`src/rtl/core/blw_pkg.sv`:
```
// Shared types, register indexes, controller commands and the exp table function
// for the beam likelihood weighting unit. No dependencies.
package blw_pkg;

    typedef struct packed {
        logic        kind;
        logic [9:0]  particle;
        logic [19:0] observed_range;
        logic        observed_infinite;
        logic [19:0] expected_range;
        logic        expected_infinite;
        logic [31:0] prior_weight;
        logic        last_beam;
        logic        scan_start;
    } in_t;

    typedef struct packed {
        logic        result_kind;
        logic [9:0]  particle_out;
        logic [31:0] weight_out;
        logic        zero_total;
    } out_t;

    localparam int CFG_IDX_W  = 4;
    localparam int CFG_DATA_W = 20;

    typedef logic [CFG_IDX_W-1:0] cfg_idx_t;

    localparam cfg_idx_t CFG_HIT_MIX    = 4'd0;
    localparam cfg_idx_t CFG_SHORT_MIX  = 4'd1;
    localparam cfg_idx_t CFG_MAX_MIX    = 4'd2;
    localparam cfg_idx_t CFG_RAND_MIX   = 4'd3;
    localparam cfg_idx_t CFG_HIT_SIGMA  = 4'd4;
    localparam cfg_idx_t CFG_SHORT_RATE = 4'd5;
    localparam cfg_idx_t CFG_MAX_RANGE  = 4'd6;
    localparam cfg_idx_t CFG_BEAMS      = 4'd7;

    typedef enum logic [4:0] {
        OP_NONE,
        OP_MAG2,
        OP_SIG2,
        OP_XDIV,
        OP_HLOOK,
        OP_HMUL,
        OP_HACC,
        OP_SMUL1,
        OP_SLOOK,
        OP_SMUL2,
        OP_SMUL3,
        OP_SACC,
        OP_MAX,
        OP_RDIV,
        OP_RACC,
        OP_PZ,
        OP_CUBE1,
        OP_CUBE2,
        OP_SUMACC,
        OP_PDIV,
        OP_WMUL,
        OP_WSTORE,
        OP_QDIV,
        OP_QOUT
    } op_t;

    typedef struct packed {
        op_t  op;
        logic load;
    } dp_cmd_t;

    typedef struct packed {
        logic kind;
        logic skip;
        logic last;
        logic neg;
        logic below_max;
        logic div_busy;
    } dp_stat_t;

    // One entry of the exp(-x) table in Q1.16; step is the Q0.32 argument step.
    function automatic logic [16:0] exp_entry(input logic [63:0] step, input int k);
        logic [63:0] term;
        logic [63:0] sum;
        logic [63:0] e;
        term = 64'h1_0000_0000;
        sum  = 64'h1_0000_0000;
        e    = 64'h1_0000_0000;
        for (int n = 1; n <= 20; n++) begin
            term = ((term * step) >> 32) / 64'(n);
            if ((n % 2) == 1) begin
                sum = sum - term;
            end else begin
                sum = sum + term;
            end
        end
        for (int j = 1; j <= k; j++) begin
            e = (e * sum) >> 32;
        end
        return 17'((e + 64'd32768) >> 16);
    endfunction

endpackage

```
`src/rtl/core/blw_ctrl.sv`:
```
// Controller: sequences one transaction at a time through the datapath and
// owns the input ready and result valid. Uses blw_pkg.
module blw_ctrl import blw_pkg::*; (
    input  logic     aclk,
    input  logic     aresetn,
    input  logic     s_valid,
    output logic     s_ready,
    output logic     m_valid,
    input  logic     m_ready,
    input  dp_stat_t stat,
    output dp_cmd_t  cmd
);
    typedef enum logic [4:0] {
        S_IDLE, S_DISP, S_MAG2, S_SIG2, S_XDIV, S_XWAIT, S_HLOOK, S_HMUL, S_HACC,
        S_SMUL1, S_SLOOK, S_SMUL2, S_SMUL3, S_SACC, S_MAX, S_RDIV, S_RWAIT, S_RACC,
        S_PZ, S_CUBE1, S_CUBE2, S_SUMACC, S_PDIV, S_PWAIT, S_WMUL, S_WSTORE,
        S_RDWAIT, S_QDIV, S_QWAIT, S_QOUT
    } state_t;

    state_t state_reg, state_next;
    logic   m_valid_reg, m_valid_next;
    logic   out_free;
    logic   emit;

    always_comb begin
        out_free   = !m_valid_reg || m_ready;
        cmd.load   = s_valid && (state_reg == S_IDLE);
        cmd.op     = OP_NONE;
        state_next = state_reg;
        unique case (state_reg)
            S_IDLE:   if (s_valid) begin state_next = S_DISP; end
            S_DISP: begin
                if (stat.kind) begin
                    state_next = S_RDWAIT;
                end else if (stat.skip) begin
                    state_next = stat.last ? S_PDIV : S_IDLE;
                end else begin
                    state_next = S_MAG2;
                end
            end
            S_MAG2:   begin cmd.op = OP_MAG2;  state_next = S_SIG2;  end
            S_SIG2:   begin cmd.op = OP_SIG2;  state_next = S_XDIV;  end
            S_XDIV:   begin cmd.op = OP_XDIV;  state_next = S_XWAIT; end
            S_XWAIT:  if (!stat.div_busy) begin state_next = S_HLOOK; end
            S_HLOOK:  begin cmd.op = OP_HLOOK; state_next = S_HMUL;  end
            S_HMUL:   begin cmd.op = OP_HMUL;  state_next = S_HACC;  end
            S_HACC: begin
                cmd.op     = OP_HACC;
                state_next = stat.neg ? S_SMUL1 : S_MAX;
            end
            S_SMUL1:  begin cmd.op = OP_SMUL1; state_next = S_SLOOK; end
            S_SLOOK:  begin cmd.op = OP_SLOOK; state_next = S_SMUL2; end
            S_SMUL2:  begin cmd.op = OP_SMUL2; state_next = S_SMUL3; end
            S_SMUL3:  begin cmd.op = OP_SMUL3; state_next = S_SACC;  end
            S_SACC:   begin cmd.op = OP_SACC;  state_next = S_MAX;   end
            S_MAX: begin
                cmd.op     = OP_MAX;
                state_next = stat.below_max ? S_RDIV : S_PZ;
            end
            S_RDIV:   begin cmd.op = OP_RDIV;  state_next = S_RWAIT; end
            S_RWAIT:  if (!stat.div_busy) begin state_next = S_RACC; end
            S_RACC:   begin cmd.op = OP_RACC;  state_next = S_PZ;    end
            S_PZ:     begin cmd.op = OP_PZ;    state_next = S_CUBE1; end
            S_CUBE1:  begin cmd.op = OP_CUBE1; state_next = S_CUBE2; end
            S_CUBE2:  begin cmd.op = OP_CUBE2; state_next = S_SUMACC; end
            S_SUMACC: begin
                cmd.op     = OP_SUMACC;
                state_next = stat.last ? S_PDIV : S_IDLE;
            end
            S_PDIV:   begin cmd.op = OP_PDIV;  state_next = S_PWAIT; end
            S_PWAIT:  if (!stat.div_busy) begin state_next = S_WMUL; end
            S_WMUL:   begin cmd.op = OP_WMUL;  state_next = S_WSTORE; end
            // Results wait here until the output register can take them.
            S_WSTORE: begin
                if (out_free) begin
                    cmd.op     = OP_WSTORE;
                    state_next = S_IDLE;
                end
            end
            S_RDWAIT: state_next = S_QDIV;
            S_QDIV:   begin cmd.op = OP_QDIV;  state_next = S_QWAIT; end
            S_QWAIT:  if (!stat.div_busy) begin state_next = S_QOUT; end
            S_QOUT: begin
                if (out_free) begin
                    cmd.op     = OP_QOUT;
                    state_next = S_IDLE;
                end
            end
            default:  state_next = S_IDLE;
        endcase
        emit         = (cmd.op == OP_WSTORE) || (cmd.op == OP_QOUT);
        m_valid_next = emit ? 1'b1 : (m_ready ? 1'b0 : m_valid_reg);
    end

    always_ff @(posedge aclk) begin
        if (!aresetn) begin
            state_reg   <= S_IDLE;
            m_valid_reg <= 1'b0;
        end else begin
            state_reg   <= state_next;
            m_valid_reg <= m_valid_next;
        end
    end

    assign s_ready = state_reg == S_IDLE;
    assign m_valid = m_valid_reg;
endmodule

```
`config.mk`:
```
export PLATFORM = sky130hd
export DESIGN_NAME = blw_ctrl
export DESIGN_NICKNAME = d
export VERILOG_FILES = /design/src/rtl/core/blw_pkg.sv /design/src/rtl/core/blw_ctrl.sv
export SDC_FILE = /design/constraint.sdc
export NUM_CORES = 1
export LEC_CHECK = 0
export BUFFER_PORTS_ARGS = -buffer_cell sky130_fd_sc_hd__buf_2
export CAP_MARGIN = 20
export CORE_MARGIN = 5
export CORE_UTILIZATION = 55
export CTS_BUF_LIST = sky130_fd_sc_hd__clkbuf_4
export DETAILED_ROUTE_END_ITERATION = 10
export PLACE_DENSITY = 0.8
export SLEW_MARGIN = 25
export SYNTH_ARGS = -nofsm -noshare
export SYNTH_HDL_FRONTEND = slang
export SYNTH_SLANG_ARGS = --single-unit
export TNS_END_PERCENT = 100
```
`constraint.sdc`:
```
create_clock -name aclk -period 4.5 [get_ports aclk]
set_input_delay 0.675 -clock aclk [delete_from_list [all_inputs] [get_ports aclk]]
set_output_delay 0.675 -clock aclk [all_outputs]
set_load 0.03 [all_outputs]
```
### After elaboration in Yosys (flattened, before gate mapping)

Cells that the tools add are included.

| word-level totals | value |
|---|---|
| word-level logic and storage cells | 64 |
| flip-flop bits (word level) | 6 |
| bits of input ports | 10 |

| cells by class | value |
|---|---|
| reduce and logical (&&, ||, !) cells | 8 |
| equality and inequality tests | 37 |
| mux-type cells | 17 |

Operators by type and width:

| cell | count |
|---|---|
| $pmux 5 s29 | 1 |
| $pmux 5 s23 | 1 |
| $eq 5x5->1 const B | 16 |
| $mux 5 | 12 |
| $eq 5x4->1 const B | 8 |
| $eq 5x3->1 const B | 4 |
| $eq 5x2->1 const B | 2 |
| $ne 2x2->1 const B | 5 |
| $reduce_and 6->1 | 1 |
| $eq 5x1->1 const B | 1 |
| $logic_not 5->1 | 1 |
| $mux 3 | 1 |
| $logic_or 1x1->1 | 2 |
| $mux 1 | 2 |
| $ne 2x1->1 const B | 1 |
| $reduce_bool 2->1 | 1 |
| $reduce_or 2->1 | 1 |
| $logic_and 1x1->1 | 1 |
| $logic_not 1->1 | 1 |

### Logic depth before layout (Yosys ltp)

| depth | value |
|---|---|
| depth after elaboration | 7 |
| depth in mapped cells | 7 |

### Worst setup path after synthesis

Ideal clock, no wire load.

| path | value |
|---|---|
| path type | reg-to-output |
| from | reg state_reg[4] |
| to | out cmd[0] (netlist bit) |
| buffers on the path | 3 |
| stages on the path, launching flop included | 6 |
| arrival time | 1.931 ns |
| setup slack | 1.894 ns |
| required time | 3.825 ns |
| path through | dfxtp_1 buf_2 buf_2 buf_2 nor3_1 and2_1 |

RTL lines:

| element | line | text |
|---|---|---|
| start: declaration | blw_ctrl.sv:20 | `state_t state_reg, state_next;` |
| start signal: assignment | blw_ctrl.sv:100 | `state_reg <= state_next;` |
| end: declaration | blw_ctrl.sv:11 | `output dp_cmd_t cmd` |

==> impl_metrics.sql <==
INSERT INTO impl_metrics (metric_group, metric, value, unit) VALUES
('placed_design', 'setup_ws_pre_cts', '1.89', 'ns'),
('sta', 'max-slew-margin-rel', '0.385', ''),
('route', 'drt_drc_violations_left', '0', ''),
('pwr', 'total_power', '0.754', 'mW'),
('die', 'fp.dieArea', '2530', 'um2'),
('sta', 'grt_setup_unrepaired', 'no', ''),
('cts', 'cts-root-to-sink-buffers', '2', ''),
('route', 'route.detailed.vias_per_inst', '6.84', ''),
('global_routing', 'grt_max_degree', '32', ''),
('sta', 'setup_violations', '0', ''),
('sta', 'max_slew.worst_pin.slew', '0.921', 'ns'),
('cts', 'cts_htree_levels', '1', ''),
('finish', 'post_route_cells_drive_above_1_share', '0.205', ''),
('status', 'status', 'complete, no violations', ''),
('critical_path', 'crit_required', '3.83', 'ns'),
('die', 'start_util', '0.585', ''),
('die', 'core.rowCount', '14', ''),
('critical_path', 'cp_data_arrival_time', '2.22', 'ns'),
('placed_design', 'post-dp-hpwl', '1.57', 'mm'),
('yosys', 'synth.top_cells.by_area', 'sky130_fd_sc_hd__dfxtp_1 (13%), sky130_fd_sc_hd__nand2b_1 (6.3%), sky130_fd_sc_hd__buf_2 (5.0%)', ''),
('yosys', 'synth.most_common_cell', 'sky130_fd_sc_hd__nand2_1', ''),
('sta', 'timing.final.crit_share', '0.643', ''),
('placed_design', 'routabilityCongestion', '0.843', ''),
('route', 'drt-total-wl', '2.24', 'mm'),
('sta', 'finalClockSkew', '0.00474', 'ns'),
('critical_path', 'origin_of_the_critical_flop_to_flop_path', 'state_reg[3]$_SDFFE_PN0P_', ''),
('yosys', 'ys_warn_count', '0', ''),
('yosys', 'main_synth_ff_type', 'sky130_fd_sc_hd__dfxtp_1', ''),
('critical_path', 'critical_path_buf_inv_count', '1', ''),
('job', 'drv_cap', '0', ''),
('global_routing', 'track_usage', '0.197', ''),
('yosys', 'synthesized_instance_count', '125', ''),
('route', 'drt.antenna.violating_nets', '0', ''),
('finish', 'fillerInstances', '154', ''),
('critical_path', 'critical_path.endpoint_type', 'primary output', ''),
('pwr', 'cellPowerDensity', '798', 'nW/um2'),
('critical_path', 'path_max_fanout', '30', ''),
('placed_design', 'io_buffer_count', '17', ''),
('yosys', 'post_synth_num_cell_types', '49', ''),
('critical_path', 'crit_path_cell_trace', 'nor2b_1 -> o32a_1 -> a21oi_1 -> buf_2', ''),
('cts', 'clkLatencyLatePin', '0.25', 'ns'),
('finish', 'final_core_util', '0.620', ''),
('finish', 'layout.nets', '144', ''),
('yosys', 'synth.top_cell.area_share', '0.135', ''),
('critical_path', 'max_stage_delay', '0.92', 'ns'),
('yosys', 'synth.ff_latch_count', '6', ''),
('placed_design', 'dpl_cell_area', '922', 'um2'),
('finish', 'cell_area_after_layout', '945', 'um2'),
('sta', 'timing.fmax', '345', 'MHz'),
('sta', 'setup_slack', '1.61', 'ns'),
('cts', 'cts_made_buffers', '3', ''),
('die', 'placeableCoreArea', '1520', 'um2'),
('pwr', 'vdd_ir_drop_max', '502', 'uV'),
('yosys', 'sequential_cell_area_fraction_in_the_yosys_report', '0.135', ''),
('cts', 'cts_num_sinks', '6', ''),
('die', 'floorplan.die.width', '50.3', 'um'),
('critical_path', 'timing_worst_setup_path_type', 'reg -> out', ''),
('route', 'drtIter0Drc', '25', ''),
('finish', 'regArea', '120', 'um2'),
('critical_path', 'critPathTopFamily', 'flip-flops', ''),
('die', 'design.portCount', '18', ''),
('yosys', 'synth.cells.most_frequent', 'sky130_fd_sc_hd__nand2_1 (11), sky130_fd_sc_hd__buf_2 (9), sky130_fd_sc_hd__nand2b_1 (9), sky130_fd_sc_hd__o21ai_0 (9), sky130_fd_sc_hd__nor2b_1 (7)', ''),
('yosys', 'synth_async_sr_flop_share', '0', ''),
('finish', 'area_occupied_by_multi_input_gates', '682', 'um2'),
('finish', 'largest_register_ff_count', '5', ''),
('sta', 'finalSetupTns', '0', 'ns'),
('critical_path', 'critical-path-slowest-cell', 'sky130_fd_sc_hd__dfxtp_1', ''),
('yosys', 'synth_area_per_cell', '7.14', 'um2'),
('pwr', 'power.leakage', '0.363', 'nW'),
('route', 'num_vias', '1013', ''),
('yosys', 'synth_area', '892', 'um2');
==> power by group <==
part	total [mW]	switching (mW)	internal (mW)	leakage (nW)
Combinational	0.501	0.291	0.209	0.301
Sequential	0.203	0.129	0.0736	0.0490
Clock	0.0501	0.0199	0.0302	0.0138
Total	0.754	0.440	0.313	0.363
==> area by class of cell <==
cell class,count,area share
repair buffers,17,0.0901
well taps,16,0.0212
clock buffers,3,0.0238
flip-flops and latches,6,0.127
inverters,4,0.0159
multi-input cells,102,0.722
==> layer usage <==
layer  share of wire  track usage  vias up
li1                -            -      495
met1            0.42        0.266      465
met2            0.47        0.289       44
met3           0.078       0.0266        9
met4           0.028        0.127        0
met5               0            0        -
==> layout by cell type (no fill, tap or decap), types with 4 or more instances in the layout <==
cell and count:
sky130_fd_sc_hd__nand4_1 4, sky130_fd_sc_hd__o21ai_0 9, sky130_fd_sc_hd__nand2_1 11, sky130_fd_sc_hd__nand2b_1 9
sky130_fd_sc_hd__o21ai_1 5, sky130_fd_sc_hd__nor2_1 5, sky130_fd_sc_hd__inv_1 4, sky130_fd_sc_hd__dfxtp_1 6
sky130_fd_sc_hd__nand3_1 5, sky130_fd_sc_hd__nor2b_1 7, sky130_fd_sc_hd__buf_2 17
==> cell families (layout without fill, tap and decap cells) <==
kind of cell    Yosys count  count (layout)  share of synthesized area
flops                     6               6                      0.135
compound gates           43              43                      0.369
simple gates             57              57                      0.374
mux                       1               1                     0.0112
xor+xnor                  1               1                    0.00982
buf+inv                  17              24                      0.101
==> worst paths after layout <==
kind         cells after the start  slack (ns)                        end
max                              4        1.61                     cmd[2]
min                              2        0.66       m_valid$_SDFFE_PN0P_
max reg2reg                      5        2.39  state_reg[4]$_SDFFE_PN0P_
min reg2reg                      2        0.66       m_valid$_SDFFE_PN0P_
==> tightest hold or removal path, delay by kind of cell, from the launching register on <==
kind | cells | cell delay [ns]
flip-flops | 1 | 0.31
AO/OA/AOI/OAI | 1 | 0.12
AND/OR/NAND/NOR | 1 | 0.18
No activity file was read; power rests on OpenSTA's default activity.
